**config.mk**
```make
export PLATFORM = sky130hd
export DESIGN_NAME = receiver_credit_rate_controller
export DESIGN_NICKNAME = d
export VERILOG_FILES = /design/src/hw/rtl/rcrc_pkg.sv /design/src/hw/rtl/receiver_credit_rate_controller.sv /design/src/hw/rtl/rcrc_div.sv /design/src/hw/rtl/rcrc_mul.sv
export SDC_FILE = /design/constraint.sdc
export NUM_CORES = 2
export LEC_CHECK = 0
export BUFFER_PORTS_ARGS = -buffer_cell sky130_fd_sc_hd__buf_2
export CORE_MARGIN = 1.5
export CORE_UTILIZATION = 30
export DETAILED_ROUTE_END_ITERATION = 8
export GPL_ROUTABILITY_DRIVEN = 1
export SETUP_SLACK_MARGIN = 0.2
export SLEW_MARGIN = 10
export SYNTH_ARGS = -nofsm -noshare
export SYNTH_HDL_FRONTEND = slang
export SYNTH_SLANG_ARGS = --single-unit
```
**constraint.sdc**
```tcl
create_clock -name aclk -period 7.6 [get_ports aclk]
set_input_delay 0.76 -clock aclk [delete_from_list [all_inputs] [get_ports aclk]]
set_output_delay 0.76 -clock aclk [all_outputs]
set_load 0.03 [all_outputs]
```
**src/hw/rtl/rcrc_pkg.sv**
```systemverilog
package rcrc_pkg;

    localparam int TIME_BITS = 48;
    localparam int FRAC_BITS = 16;
    localparam int RATE_BITS = 18 + FRAC_BITS;
    localparam int CNT_BITS  = 32;

    localparam logic [FRAC_BITS:0] Q_ONE = (FRAC_BITS + 1)'(1) << FRAC_BITS;
    localparam logic [FRAC_BITS-1:0] Q_HALF = FRAC_BITS'(1) << (FRAC_BITS - 1);
    localparam logic [FRAC_BITS:0] LOSS_LIMIT = (FRAC_BITS + 1)'((64'd1 << FRAC_BITS) / 10);
    localparam logic [FRAC_BITS-1:0] W_MIN = FRAC_BITS'(((64'd1 << FRAC_BITS) + 50) / 100);

    localparam logic [31:0] RESET_RTT     = 32'd100000;
    localparam logic [16:0] RESET_NOMINAL = 17'd10000;
    localparam logic [31:0] RESET_SCALE   = 32'd20752;

    localparam logic [1:0] REG_RTT     = 2'd0;
    localparam logic [1:0] REG_NOMINAL = 2'd1;
    localparam logic [1:0] REG_SCALE   = 2'd2;

    // Divider width: dividend up to 34 + FRAC_BITS bits, divisor up to RATE_BITS.
    localparam int DIV_N = 34 + FRAC_BITS;
    localparam int DIV_D = RATE_BITS;
    localparam int DIV_CW = $clog2(DIV_N + 1);

    // Multiplier: rate width plus four bits by a Q1.F factor, one bit per cycle.
    localparam int MUL_A = RATE_BITS + 4;
    localparam int MUL_B = FRAC_BITS + 1;
    localparam int MUL_CW = $clog2(MUL_B + 1);

    typedef struct packed {
        logic [TIME_BITS-1:0] poll_tick;
        logic                 pkt_valid;
        logic [31:0]          pkt_seq;
        logic                 pkt_end;
    } rcrc_in_t;

    typedef struct packed {
        logic        credit_valid;
        logic [31:0] credit_seq;
        logic [31:0] expected_seq;
        logic [17:0] rate_mbps;
        logic        late_packet;
        logic        feedback_done;
    } rcrc_out_t;

    typedef enum logic [4:0] {
        ST_IDLE,
        ST_INIT_DIV,
        ST_INIT_WAIT,
        ST_CREDIT,
        ST_PKT,
        ST_FB_CHECK,
        ST_LOSS_WAIT,
        ST_BRANCH,
        ST_INC_M1_WAIT,
        ST_INC_M2_WAIT,
        ST_DEC_M1_WAIT,
        ST_DEC_M2_WAIT,
        ST_DEC_DIV_WAIT,
        ST_CLAMP,
        ST_IV_WAIT,
        ST_OUT
    } rcrc_state_t;

    typedef struct packed {
        logic start;
    } rcrc_go_t;

endpackage

```
**src/hw/rtl/receiver_credit_rate_controller.sv**
```systemverilog
// Channel   | Handshake            | Payload
// s_        | s_valid / s_ready    | s_data  (rcrc_in_t: poll)
// m_        | m_valid / m_ready    | m_data  (rcrc_out_t: result)
// cfg_      | cfg_valid / cfg_ready| cfg_index, cfg_data
//
// A poll without feedback is worked through the credit, packet, feedback-check
// and output states. A feedback poll is set by the bit-serial divider and
// multiplier: a rate decrease takes three divisions and one product, and an
// increase three divisions and three products. After reset the initial credit
// interval is found by one division, during which no item is accepted. One item
// is worked at a time; a result waits in the output register while the next
// item is worked, and a second finished result holds off the input until the
// first is taken.
module receiver_credit_rate_controller
    import rcrc_pkg::*;
(
    input  logic        aclk,
    input  logic        aresetn,
    input  logic        s_valid,
    output logic        s_ready,
    input  rcrc_in_t    s_data,
    output logic        m_valid,
    input  logic        m_ready,
    output rcrc_out_t   m_data,
    input  logic        cfg_valid,
    output logic        cfg_ready,
    input  logic [1:0]  cfg_index,
    input  logic [31:0] cfg_data
);

    rcrc_state_t state_reg, state_next;

    logic [31:0] rtt_reg, scale_reg;
    logic [16:0] nominal_reg;

    logic [31:0]          expected_reg, expected_next;
    logic [31:0]          credit_num_reg, credit_num_next;
    logic                 sending_reg, sending_next;
    logic [TIME_BITS-1:0] last_credit_reg, last_credit_next;
    logic [31:0]          interval_reg, interval_next;
    logic [TIME_BITS-1:0] last_fb_reg, last_fb_next;
    logic [FRAC_BITS-1:0] weight_reg, weight_next;
    logic [RATE_BITS-1:0] rate_reg, rate_next;
    logic                 inc_reg, inc_next;
    logic [31:0]          sent_reg, sent_next;
    logic [31:0]          lost_reg, lost_next;

    rcrc_in_t  item_reg, item_next;
    rcrc_out_t res_reg, res_next;
    rcrc_out_t out_reg, out_next;
    logic      pend_reg, pend_next;
    logic      outv_reg, outv_next;
    logic [RATE_BITS+3:0] r_reg, r_next;
    logic [FRAC_BITS:0]   loss_reg, loss_next;

    rcrc_go_t          div_go, mul_go;
    logic [DIV_N-1:0]  div_a;
    logic [DIV_D-1:0]  div_b;
    logic              div_busy;
    logic [DIV_N-1:0]  div_q;
    logic [MUL_A-1:0]  mul_a;
    logic [MUL_B-1:0]  mul_b;
    logic              mul_busy;
    logic [MUL_A+MUL_B-1:0] mul_p;

    rcrc_div u_div (
        .aclk(aclk), .aresetn(aresetn), .go(div_go), .dividend(div_a),
        .divisor(div_b), .busy(div_busy), .quotient(div_q)
    );

    rcrc_mul u_mul (
        .aclk(aclk), .aresetn(aresetn), .go(mul_go), .a(mul_a), .b(mul_b),
        .busy(mul_busy), .product(mul_p)
    );

    logic [TIME_BITS-1:0] credit_gap, fb_gap;
    logic [32:0]          lost_sum;
    logic [32:0]          sent_sum;
    logic [RATE_BITS-1:0] nominal_q, floor_q;
    logic [RATE_BITS+3:0] target_q;
    logic [31:0]          q_sat;

    assign nominal_q = RATE_BITS'(nominal_reg) << FRAC_BITS;
    assign floor_q = nominal_q >> 1;
    assign q_sat = (|div_q[DIV_N-1:32]) ? 32'hFFFF_FFFF : div_q[31:0];

    assign s_ready = (state_reg == ST_IDLE) && !pend_reg;
    assign cfg_ready = 1'b1;
    assign m_valid = outv_reg;
    assign m_data = out_reg;

    always_comb begin
        state_next = state_reg;
        expected_next = expected_reg;
        credit_num_next = credit_num_reg;
        sending_next = sending_reg;
        last_credit_next = last_credit_reg;
        interval_next = interval_reg;
        last_fb_next = last_fb_reg;
        weight_next = weight_reg;
        rate_next = rate_reg;
        inc_next = inc_reg;
        sent_next = sent_reg;
        lost_next = lost_reg;
        item_next = item_reg;
        res_next = res_reg;
        out_next = out_reg;
        pend_next = pend_reg;
        outv_next = outv_reg;
        r_next = r_reg;
        loss_next = loss_reg;
        div_go.start = 1'b0;
        mul_go.start = 1'b0;
        div_a = '0;
        div_b = '0;
        mul_a = '0;
        mul_b = '0;
        credit_gap = item_reg.poll_tick - last_credit_reg;
        fb_gap = item_reg.poll_tick - last_fb_reg;
        lost_sum = 33'(lost_reg) + 33'(item_reg.pkt_seq - expected_reg);
        sent_sum = 33'(sent_reg) + 33'd1;
        target_q = '0;

        if (outv_reg && m_ready) begin
            outv_next = 1'b0;
        end
        if (pend_reg && (!outv_reg || m_ready)) begin
            outv_next = 1'b1;
            out_next = res_reg;
            pend_next = 1'b0;
        end

        case (state_reg)
            ST_INIT_DIV: begin
                div_go.start = 1'b1;
                div_a = DIV_N'({scale_reg, 1'b0}) << FRAC_BITS;
                div_b = nominal_q;
                state_next = ST_INIT_WAIT;
            end
            ST_INIT_WAIT: begin
                if (!div_busy) begin
                    interval_next = (nominal_reg == '0) ? 32'hFFFF_FFFF : q_sat;
                    state_next = ST_IDLE;
                end
            end
            ST_IDLE: begin
                if (s_valid && s_ready) begin
                    item_next = s_data;
                    state_next = ST_CREDIT;
                end
            end
            ST_CREDIT: begin
                res_next = '0;
                if (sending_reg && (credit_gap > TIME_BITS'(interval_reg))) begin
                    sent_next = sent_sum[32] ? 32'hFFFF_FFFF : sent_sum[31:0];
                    credit_num_next = credit_num_reg + 32'd1;
                    last_credit_next = item_reg.poll_tick;
                    res_next.credit_valid = 1'b1;
                    res_next.credit_seq = credit_num_reg + 32'd1;
                end
                state_next = ST_PKT;
            end
            ST_PKT: begin
                if (item_reg.pkt_valid) begin
                    if (item_reg.pkt_end) begin
                        sending_next = 1'b0;
                    end
                    if (item_reg.pkt_seq == expected_reg) begin
                        expected_next = expected_reg + 32'd1;
                    end else if (item_reg.pkt_seq > expected_reg) begin
                        lost_next = lost_sum[32] ? 32'hFFFF_FFFF : lost_sum[31:0];
                        credit_num_next = expected_reg;
                    end else begin
                        res_next.late_packet = 1'b1;
                    end
                end
                state_next = ST_FB_CHECK;
            end
            ST_FB_CHECK: begin
                if (fb_gap > TIME_BITS'(rtt_reg)) begin
                    res_next.feedback_done = 1'b1;
                    last_fb_next = item_reg.poll_tick;
                    div_go.start = 1'b1;
                    div_a = DIV_N'(lost_reg) << FRAC_BITS;
                    div_b = DIV_D'(sent_reg);
                    state_next = ST_LOSS_WAIT;
                end else begin
                    state_next = ST_OUT;
                end
            end
            ST_LOSS_WAIT: begin
                if (!div_busy) begin
                    if (sent_reg == '0) begin
                        loss_next = '0;
                    end else if (div_q > DIV_N'(Q_ONE)) begin
                        loss_next = Q_ONE;
                    end else begin
                        loss_next = div_q[FRAC_BITS:0];
                    end
                    state_next = ST_BRANCH;
                end
            end
            ST_BRANCH: begin
                mul_go.start = 1'b1;
                if (loss_reg <= LOSS_LIMIT) begin
                    if (inc_reg) begin
                        weight_next = FRAC_BITS'(({1'b0, weight_reg} + {1'b0, Q_HALF}) >> 1);
                    end
                    mul_a = MUL_A'(rate_reg);
                    mul_b = Q_ONE - MUL_B'(inc_reg ?
                        FRAC_BITS'(({1'b0, weight_reg} + {1'b0, Q_HALF}) >> 1) : weight_reg);
                    inc_next = 1'b1;
                    state_next = ST_INC_M1_WAIT;
                end else begin
                    mul_a = MUL_A'(rate_reg);
                    mul_b = Q_ONE - loss_reg;
                    if (weight_reg < W_MIN) begin
                        weight_next = W_MIN;
                    end
                    inc_next = 1'b0;
                    state_next = ST_DEC_M1_WAIT;
                end
            end
            ST_INC_M1_WAIT: begin
                if (!mul_busy && !mul_go.start) begin
                    r_next = (RATE_BITS + 4)'(mul_p >> FRAC_BITS);
                    // Target is floor(1.1 * nominal) in Q form.
                    mul_go.start = 1'b1;
                    mul_a = MUL_A'(nominal_q) * MUL_A'(11);
                    mul_b = MUL_B'(1);
                    state_next = ST_INC_M2_WAIT;
                    r_next[RATE_BITS+3] = 1'b0;
                end
            end
            ST_INC_M2_WAIT: begin
                // First pass obtains 11*nominal; divide by 10 then weight.
                if (!mul_busy) begin
                    div_go.start = 1'b1;
                    div_a = DIV_N'(mul_p);
                    div_b = DIV_D'(10);
                    state_next = ST_DEC_DIV_WAIT;
                end
            end
            ST_DEC_M1_WAIT: begin
                if (!mul_busy) begin
                    div_go.start = 1'b1;
                    div_a = DIV_N'((mul_p >> FRAC_BITS) * 11);
                    div_b = DIV_D'(10);
                    state_next = ST_DEC_DIV_WAIT;
                end
            end
            ST_DEC_DIV_WAIT: begin
                if (!div_busy) begin
                    if (inc_reg) begin
                        // Quotient is the target; weight it and add.
                        target_q = (RATE_BITS + 4)'(div_q);
                        mul_go.start = 1'b1;
                        mul_a = MUL_A'(target_q);
                        mul_b = MUL_B'(weight_reg);
                        state_next = ST_DEC_M2_WAIT;
                    end else begin
                        r_next = (RATE_BITS + 4)'(div_q);
                        state_next = ST_CLAMP;
                    end
                end
            end
            ST_DEC_M2_WAIT: begin
                if (!mul_busy && !mul_go.start) begin
                    r_next = r_reg + (RATE_BITS + 4)'(mul_p >> FRAC_BITS);
                    state_next = ST_CLAMP;
                end
            end
            ST_CLAMP: begin
                if (r_reg > (RATE_BITS + 4)'({RATE_BITS{1'b1}})) begin
                    rate_next = {RATE_BITS{1'b1}};
                end else if (r_reg < (RATE_BITS + 4)'(floor_q)) begin
                    rate_next = floor_q;
                end else begin
                    rate_next = r_reg[RATE_BITS-1:0];
                end
                sent_next = '0;
                lost_next = '0;
                state_next = ST_IV_WAIT;
                div_go.start = 1'b1;
                div_a = DIV_N'(scale_reg) << FRAC_BITS;
                div_b = rate_next;
            end
            ST_IV_WAIT: begin
                if (!div_busy && !div_go.start) begin
                    interval_next = (rate_reg == '0) ? 32'hFFFF_FFFF : q_sat;
                    state_next = ST_OUT;
                end
            end
            ST_OUT: begin
                res_next.expected_seq = expected_reg;
                res_next.rate_mbps = rate_reg[RATE_BITS-1:FRAC_BITS];
                pend_next = 1'b1;
                state_next = ST_IDLE;
            end
            default: begin
                state_next = ST_IDLE;
            end
        endcase
    end

    always_ff @(posedge aclk) begin
        item_reg <= item_next;
        res_reg <= res_next;
        out_reg <= out_next;
        r_reg <= r_next;
        loss_reg <= loss_next;
        if (!aresetn) begin
            state_reg <= ST_INIT_DIV;
            rtt_reg <= RESET_RTT;
            nominal_reg <= RESET_NOMINAL;
            scale_reg <= RESET_SCALE;
            expected_reg <= '0;
            credit_num_reg <= '0;
            sending_reg <= 1'b1;
            last_credit_reg <= '0;
            interval_reg <= '0;
            last_fb_reg <= '0;
            weight_reg <= Q_HALF;
            rate_reg <= RATE_BITS'(RESET_NOMINAL) << FRAC_BITS;
            inc_reg <= 1'b1;
            sent_reg <= '0;
            lost_reg <= '0;
            pend_reg <= 1'b0;
            outv_reg <= 1'b0;
        end else begin
            state_reg <= state_next;
            expected_reg <= expected_next;
            credit_num_reg <= credit_num_next;
            sending_reg <= sending_next;
            last_credit_reg <= last_credit_next;
            interval_reg <= interval_next;
            last_fb_reg <= last_fb_next;
            weight_reg <= weight_next;
            rate_reg <= rate_next;
            inc_reg <= inc_next;
            sent_reg <= sent_next;
            lost_reg <= lost_next;
            pend_reg <= pend_next;
            outv_reg <= outv_next;
            if (cfg_valid && cfg_ready) begin
                case (cfg_index)
                    REG_RTT:     rtt_reg <= cfg_data;
                    REG_NOMINAL: nominal_reg <= cfg_data[16:0];
                    REG_SCALE:   scale_reg <= cfg_data;
                    default:     ;
                endcase
            end
        end
    end

    // The rate never sits below half the nominal rate after a feedback.
    a_rate_floor: assert property (@(posedge aclk) disable iff (!aresetn)
        $past(state_reg == ST_CLAMP) |-> (rate_reg >= floor_q))
        else $error("rate below floor");
    // A result only leaves the output register once the consumer takes it.
    a_hold: assert property (@(posedge aclk) disable iff (!aresetn)
        (m_valid && !m_ready) |=> (m_valid && $stable(m_data)))
        else $error("result dropped");
    // An accepted item starts in the credit state; no new item is taken while one is in progress.
    a_one: assert property (@(posedge aclk) disable iff (!aresetn)
        (s_valid && s_ready) |=> (state_reg == ST_CREDIT))
        else $error("item not started");

endmodule

```
**src/hw/rtl/rcrc_div.sv**
```systemverilog
module rcrc_div
    import rcrc_pkg::*;
(
    input  logic              aclk,
    input  logic              aresetn,
    input  rcrc_go_t          go,
    input  logic [DIV_N-1:0]  dividend,
    input  logic [DIV_D-1:0]  divisor,
    output logic              busy,
    output logic [DIV_N-1:0]  quotient
);

    // Restoring division, one quotient bit per cycle.
    logic [DIV_N-1:0]  q_reg, q_next;
    logic [DIV_D:0]    r_reg, r_next;
    logic [DIV_D-1:0]  d_reg, d_next;
    logic [DIV_CW-1:0] cnt_reg, cnt_next;
    logic              busy_reg, busy_next;
    logic [DIV_D+1:0]  trial;

    always_comb begin
        q_next = q_reg;
        r_next = r_reg;
        d_next = d_reg;
        cnt_next = cnt_reg;
        busy_next = busy_reg;
        trial = {r_reg, q_reg[DIV_N-1]} - {2'b00, d_reg};
        if (go.start) begin
            q_next = dividend;
            r_next = '0;
            d_next = divisor;
            cnt_next = DIV_CW'(DIV_N);
            busy_next = 1'b1;
        end else if (busy_reg) begin
            if (!trial[DIV_D+1]) begin
                r_next = trial[DIV_D:0];
                q_next = {q_reg[DIV_N-2:0], 1'b1};
            end else begin
                r_next = {r_reg[DIV_D-1:0], q_reg[DIV_N-1]};
                q_next = {q_reg[DIV_N-2:0], 1'b0};
            end
            cnt_next = cnt_reg - 1'b1;
            if (cnt_reg == DIV_CW'(1)) begin
                busy_next = 1'b0;
            end
        end
    end

    always_ff @(posedge aclk) begin
        q_reg <= q_next;
        r_reg <= r_next;
        d_reg <= d_next;
        if (!aresetn) begin
            busy_reg <= 1'b0;
            cnt_reg <= '0;
        end else begin
            busy_reg <= busy_next;
            cnt_reg <= cnt_next;
        end
    end

    assign busy = busy_reg;
    assign quotient = q_reg;

endmodule

```
**src/hw/rtl/rcrc_mul.sv**
```systemverilog
module rcrc_mul
    import rcrc_pkg::*;
(
    input  logic                  aclk,
    input  logic                  aresetn,
    input  rcrc_go_t              go,
    input  logic [MUL_A-1:0]      a,
    input  logic [MUL_B-1:0]      b,
    output logic                  busy,
    output logic [MUL_A+MUL_B-1:0] product
);

    // Shift-add multiplier, one multiplier bit per cycle.
    logic [MUL_A+MUL_B-1:0] acc_reg, acc_next;
    logic [MUL_A+MUL_B-1:0] a_reg, a_next;
    logic [MUL_B-1:0]       b_reg, b_next;
    logic [MUL_CW-1:0]      cnt_reg, cnt_next;
    logic                   busy_reg, busy_next;

    always_comb begin
        acc_next = acc_reg;
        a_next = a_reg;
        b_next = b_reg;
        cnt_next = cnt_reg;
        busy_next = busy_reg;
        if (go.start) begin
            acc_next = '0;
            a_next = (MUL_A + MUL_B)'(a);
            b_next = b;
            cnt_next = MUL_CW'(MUL_B);
            busy_next = 1'b1;
        end else if (busy_reg) begin
            if (b_reg[0]) begin
                acc_next = acc_reg + a_reg;
            end
            a_next = a_reg << 1;
            b_next = b_reg >> 1;
            cnt_next = cnt_reg - 1'b1;
            if (cnt_reg == MUL_CW'(1)) begin
                busy_next = 1'b0;
            end
        end
    end

    always_ff @(posedge aclk) begin
        acc_reg <= acc_next;
        a_reg <= a_next;
        b_reg <= b_next;
        if (!aresetn) begin
            busy_reg <= 1'b0;
            cnt_reg <= '0;
        end else begin
            busy_reg <= busy_next;
            cnt_reg <= cnt_next;
        end
    end

    assign busy = busy_reg;
    assign product = acc_reg;

endmodule

```
== Word-level counts from Yosys, hierarchy flattened ==
Cells that the tools add are included.
Word-level totals
  register bits: 962
  bits of input ports: 121
  output and inout port bits: 88
Cells by class
  add/subtract/negate cells: 15
  multiply operators: 2
  order comparisons: 8
  equality and inequality tests: 36
  multiplexer cells: 96
  bitwise gates (word level): 2
  reduce and logical (&&, ||, !) cells: 50
Operators by type and width (count)
  $mux 32: 16
  $mux 38: 8
  $pmux 32 s2: 4
  $pmux 50 s5: 1
  $pmux 38 s3: 2
  $mux 50: 3
  $pmux 34 s4: 1
  $pmux 50 s2: 1
  $gt 48x32->1: 2
  $mux 16: 6
  $sub 48x48->48: 2
  $pmux 5 s14: 1
  $mux 17: 4
  $mux 34: 2
  $add 32x1->32 const B: 2
  $add 55x55->55: 1
  $pmux 17 s3: 1
  $gt 50x17->1 const B: 1
  $mux 5: 10
  $mux 48: 1
  $mul 39x4->43 const B: 1
  $mux 43: 1
  $eq 5x4->1 const B: 8
  $add 38x38->38: 1
  other kinds (52): 129

== Longest topological paths before layout ==
  depth in word-level cells: 7
  mapped depth: 31
  mapped depth without buffers: 28

== Modules after synthesis ==
Synthesis repeated with hierarchy kept, for this count alone.
Unflattened totals
  cells, all modules: 7071
  area total of the unflattened synthesis: 62372.3 µm²
Modules (own cells, without submodules)
  receiver_credit_rate_controller: times used 1, cells each 5578, area an instance 47491.8 µm², seq. area each 17126.4 µm²
  rcrc_mul: times used 1, cells each 836, area an instance 7852.5 µm², seq. area each 3213.1 µm²
  rcrc_div: times used 1, cells each 657, area an instance 7028.0 µm², seq. area each 3363.2 µm²

== Least setup slack after synthesis ==
Ideal clock, no wire load.
  path type: flip-flop to flip-flop
  start point: register item_reg[35] in the netlist's numbering
  end point: register u_div.q_reg[0], in the netlist u_div.quotient[0], enable pin
  arrival time: 5.881 ns
  required time: 7.001 ns
  setup slack: 1.119 ns
  stages on the path, launching flop included: 26
  path buffers: 2
  period minus slack after synthesis: 6.481 ns
  cells stage by stage: edfxtp_1 > ha_1 > nor2b_1 > o31a_1 > o41ai_2 > and3_1 > and2_1 > o21ai_0 > a21oi_1 > o21ai_0 > a21o_1 > a21oi_1 > xnor2_1 > ha_1 > and3_1 > nand4_1 > or3_1 > a21oi_1 > o21ai_0 > nor4b_1 > nand4_1 > or2_1 > buf_2 > o21ai_4 > buf_2 > nand2_1
On the way
  cells in the longest elaborated chain, start to end: 5
Ends and longest elaborated chain
  from (decl): line receiver_credit_rate_controller.sv:48  | rcrc_in_t item_reg, item_next;
  from (signal assigned): line receiver_credit_rate_controller.sv:307  | item_reg <= item_next;
  $sub 48x48->48: line receiver_credit_rate_controller.sv:119  | fb_gap = item_reg.poll_tick - last_fb_reg;
  $gt 48x32->1: line receiver_credit_rate_controller.sv:180  | if (fb_gap > TIME_BITS'(rtt_reg)) begin
  $mux 1: line receiver_credit_rate_controller.sv:180
  $pmux 1 s3: line receiver_credit_rate_controller.sv:133  | case (state_reg)
  $reduce_bool 2->1 (no source line)
  to (signal assigned): line rcrc_div.sv:50  | q_reg <= q_next;
  to (decl): line rcrc_div.sv:14  | logic [DIV_N-1:0] q_reg, q_next;
No other way between the ends.
A chain may end at the register's enable or synchronous reset.

== Worst setup path in the final report ==
  start point: register item_reg[35] in the netlist's numbering
  end point: register u_div.q_reg[26], in the netlist u_div.quotient[26] (data pin)
On the way
  cells in the longest elaborated chain, start to end: 5
  elaborated cells on any way between the ends: 7
  those cells by class: add/sub (1); order compare (1); mux (5)
Ends and longest elaborated chain
  $sub 48x48->48 *: line receiver_credit_rate_controller.sv:119
  $gt 48x32->1 *: line receiver_credit_rate_controller.sv:180
  $mux 48 or $mux 1 (tied branches): line receiver_credit_rate_controller.sv:180
  $pmux 50 s5 or $pmux 1 s3 (tied branches): line receiver_credit_rate_controller.sv:133
  $mux 50 *: line rcrc_div.sv:28  | if (go.start) begin
  via u_div.q_next[26]: line rcrc_div.sv:14
The timed path passes the listed nets; every way through them passes the cells marked *.

==> results.sh <==
export IMPL_synth_cells=7060
export IMPL_synth_compound_area_frac=0.214
export IMPL_final_core_util=0.338
export IMPL_cts_max_level=3
export IMPL_p_leak_nw=27.5
export IMPL_r2r_setup_slack_ns=0.52
export IMPL_ys_seq_area_frac=0.380
export IMPL_irDropWorstVdd_mv=0.302
export IMPL_power_total_w=0.0239
export IMPL_whs_endpoint="item_reg[3]$_DFFE_PP_"
export IMPL_drc_errors=1
export IMPL_synthArstFlopShare=0
export IMPL_crit_path_end_kind="flip-flop"
export IMPL_start_util=0.301
export IMPL_synthAdderAreaFrac=0.127
export IMPL_worstPathArrival_ns=7.58
export IMPL_synth_edf_count=446
export IMPL_clk_latency_ns=0.77
export IMPL_crit_reg2reg_launch="item_reg[35]$_DFFE_PP_"
export IMPL_synth_xor_area_frac=0.0446
export IMPL_worstSetupPathType="flip-flop to flip-flop"
export IMPL_clk_pin_slew_ns=0.07
export IMPL_die_w_um=459
export IMPL_cts_tree="done"
export IMPL_cts_buffers=110
export IMPL_slew_headroom=0.104
export IMPL_hold_viol=0
export IMPL_drt_pass1_iter_count=9
export IMPL_timing_final_crit_share=0.931
export IMPL_finalNonFillerCells=9913
export IMPL_rsz0062_at_grt="false"
export IMPL_seqCellArea_um2=23700
export IMPL_placed_area_um2=66200
export IMPL_ioPinCount=209
export IMPL_startpoint_type="flip-flop"
export IMPL_detail_route_vias_per_cell=5.43
export IMPL_tightest_slew_ns=1.34
export IMPL_maxSlewViolCount=0
export IMPL_skew_ns=0.0403
export IMPL_antenna_found_initial=8
export IMPL_yosys_most_used_dff="dfxtp_1"
export IMPL_grt_usage=0.200
export IMPL_whs_path_depth=1
export IMPL_min_from="s_data[3]"
export IMPL_clockBufferDepth=3
export IMPL_grt_pass1_wl_mm=324
export IMPL_setup_viol=0
export IMPL_avgRoutedWirePerCell_um=21.9
export IMPL_port_buffers=207
export IMPL_synth_simple_area_share=0.148
export IMPL_status="complete, but fails checks"
export IMPL_fmax_mhz=141
export IMPL_fp_row_count=167
export IMPL_internal_power_w=0.0139
export IMPL_grt_pass1_vias=51100
export IMPL_pwr_share_clk=0.233
export IMPL_violations="DRC"
export IMPL_fin_area_um2=69900
export IMPL_comb_power_share=0.437
export IMPL_path_max_fanout=91
export IMPL_yosysUniqueCellTypes=102
export IMPL_drt_iter0_markers=5724
export IMPL_yosysWarningCount=0
export IMPL_ys_ff_latch=961
export IMPL_dpl_cell_count=9701
export IMPL_cap_violations=0
export IMPL_period_needed_ns=7.08
export IMPL_reg2regPathDepth=23
export IMPL_tns_ns=0
export IMPL_multi_input_area_um2=34600
export IMPL_cts_sinks=961
export IMPL_final_common_cell="inv_1"
export IMPL_cts_hold_buf=0
export IMPL_grt_max_degree=161
export IMPL_nets=7811
export IMPL_ant_nets=0
export IMPL_dieHeight_um=459
export IMPL_powerDensity_nw_per_um2=342
export IMPL_wl_mm=217
export IMPL_final_cell_mix="728 x inv_1, 667 x nand2_1, 659 x a21oi_1, 514 x dfxtp_1, 494 x ha_1"
export IMPL_pwr_share_seq=0.330
export IMPL_area_delta_synth_final_pct=12.2
export IMPL_holdCritPathClass="primary input to flip-flop"
export IMPL_hpwlAfterDp_mm=161
export IMPL_nFillCells=21300
export IMPL_grt_overflow_total=0
export IMPL_syn_avg_cell_area_um2=8.83
export IMPL_via_count=53900
export IMPL_ctsResizeCount=0
export IMPL_drive_gt1_frac=0.0876
export IMPL_swShare=0.420
export IMPL_clock_tree_root_cell="clkbuf_16"
export IMPL_synth_mux_area_frac=0.0191
export IMPL_synth_top_family_by_area="compound AO/OA/AOI/OAI gates"
export IMPL_p_sw_w=0.0101
export IMPL_dieArea_um2=210000
export IMPL_syn_num_nets=7762
export IMPL_routabilityCongestion=0.960
export IMPL_netlist_area_um2=62300
export IMPL_cts_setup_buffers=0
export IMPL_timing_rr_end="u_div.quotient[26]$_DFFE_PP_"
export IMPL_cp_required_ns=8.11
export IMPL_core_um2=207000
cell usage after synthesis (16+ instances only):
cell type	instances	share of area
clkbuf_1	284	0.017
o31ai_1	26	0.0031
buf_2	23	0.0018
a31oi_1	46	0.0046
o21ai_0	424	0.034
a22oi_1	62	0.0075
a222oi_1	63	0.010
o211a_1	20	0.0032
mux2_2	39	0.0070
or3_1	43	0.0043
a21o_1	156	0.019
o211ai_1	55	0.0066
mux2i_1	75	0.012
and2_1	55	0.0055
edfxtp_1	446	0.21
a21oi_1	659	0.053
xor2_1	113	0.016
a21boi_0	28	0.0034
a211o_1	22	0.0031
a211oi_1	76	0.0092
inv_1	729	0.044
a221o_1	38	0.0061
ha_1	494	0.099
o21a_1	60	0.0072
a311oi_1	24	0.0034
dfxtp_1	515	0.17
nor2_1	438	0.026
o311ai_0	25	0.0035
or2_2	19	0.0019
o21bai_1	39	0.0047
nand3_1	186	0.015
nand2_1	672	0.040
nor4_1	57	0.0057
nor3_1	139	0.011
buf_1	31	0.0019
a221oi_1	16	0.0022
nand4_1	91	0.0091
nor2b_1	66	0.0066
and3_1	71	0.0071
o221a_2	38	0.0069
o32ai_1	22	0.0031
nand2b_1	64	0.0064
fa_1	87	0.028
xnor2_1	204	0.029
area by class of cell:
class                   count  area share
well taps                2704      0.0484
multi-input cells        5016       0.495
repair buffers            287      0.0243
clock inverters            66     0.00957
inverters                 733      0.0395
diodes                      3    0.000107
flip-flops and latches    961       0.339
clock buffers             143      0.0439
per-layer routing:
metal | GRT usage | up-vias | share of wire
li1 | - | 25500 | -
met1 | 0.257 | 26100 | 0.42
met2 | 0.328 | 1916 | 0.46
met3 | 0.0290 | 381 | 0.065
met4 | 0.0945 | 2 | 0.053
met5 | 0 | - | 0.000055
how the worst max path moves through the flow:
stage	from	slack, ns	end	cells after the start
after floorplan	item_reg[35]$_DFFE_PP_	1.12	u_div.quotient[0]$_DFFE_PP_	25
final	item_reg[35]$_DFFE_PP_	0.52	u_div.quotient[26]$_DFFE_PP_	23
after CTS	item_reg[34]$_DFFE_PP_	0.59	res_reg[53]$_SDFFCE_PN0P_	29
after detailed placement	item_reg[34]$_DFFE_PP_	0.61	res_reg[53]$_SDFFCE_PN0P_	29
after global placement	item_reg[35]$_DFFE_PP_	0.69	u_div.quotient[29]$_DFFE_PP_	25
after global routing	item_reg[34]$_DFFE_PP_	0.21	res_reg[53]$_SDFFCE_PN0P_	29
power by group through the flow:
| stage | Clock (W) | Combinational (W) | Sequential (W) |
|---|---|---|---|
| floorplan | 0 | 0.00779 | 0.00726 |
| global placement | 0 | 0.0101 | 0.00795 |
| detailed placement | 0 | 0.0103 | 0.00795 |
| CTS | 0.00567 | 0.0104 | 0.00786 |
| global route | 0.00588 | 0.0116 | 0.00796 |
| finish | 0.00557 | 0.0105 | 0.00790 |
stage by stage:
stage | worst slack, ns | hold WS (ns)
5_1_grt | 0.205 | 0.133
3_5_place_dp | 0.612 | 0.405
3_3_place_gp | 0.693 | 0.407
6_report | 0.524 | 0.170
2_1_floorplan | 1.12 | 0.400
4_1_cts | 0.595 | 0.108
worst max-delay path, cell delays in order, from the launching register on:
cell and delay, ns:
edfxtp_1 0.53, ha_1 0.33, nor2b_1 0.14, o31a_1 0.30, or4_1 0.41, a21oi_1 0.22, nor2b_1 0.08, o21ai_0 0.17
nand2b_1 0.14, a41oi_1 0.39, xnor2_1 0.18, ha_1 0.25, and3_1 0.16, a2111oi_0 0.45, o21ai_0 0.26, nor3_1 0.31
o21ai_0 0.15, nor4b_1 0.34, nand4_1 0.37, or2_2 0.51, o21ai_4 0.23, clkinv_2 0.12, buf_12 0.24, mux2_2 0.39
kinds of logic after synthesis:
group	count (synthesis)
buffers and inverters	1083
AOI/OAI and AO/OA	2038
xor gates and xnor gates	317
and+or+nand+nor	1965
DFF	961
muxes	114
other	1
adders and majority gates	581
Power figures use the tool's default switching activity.
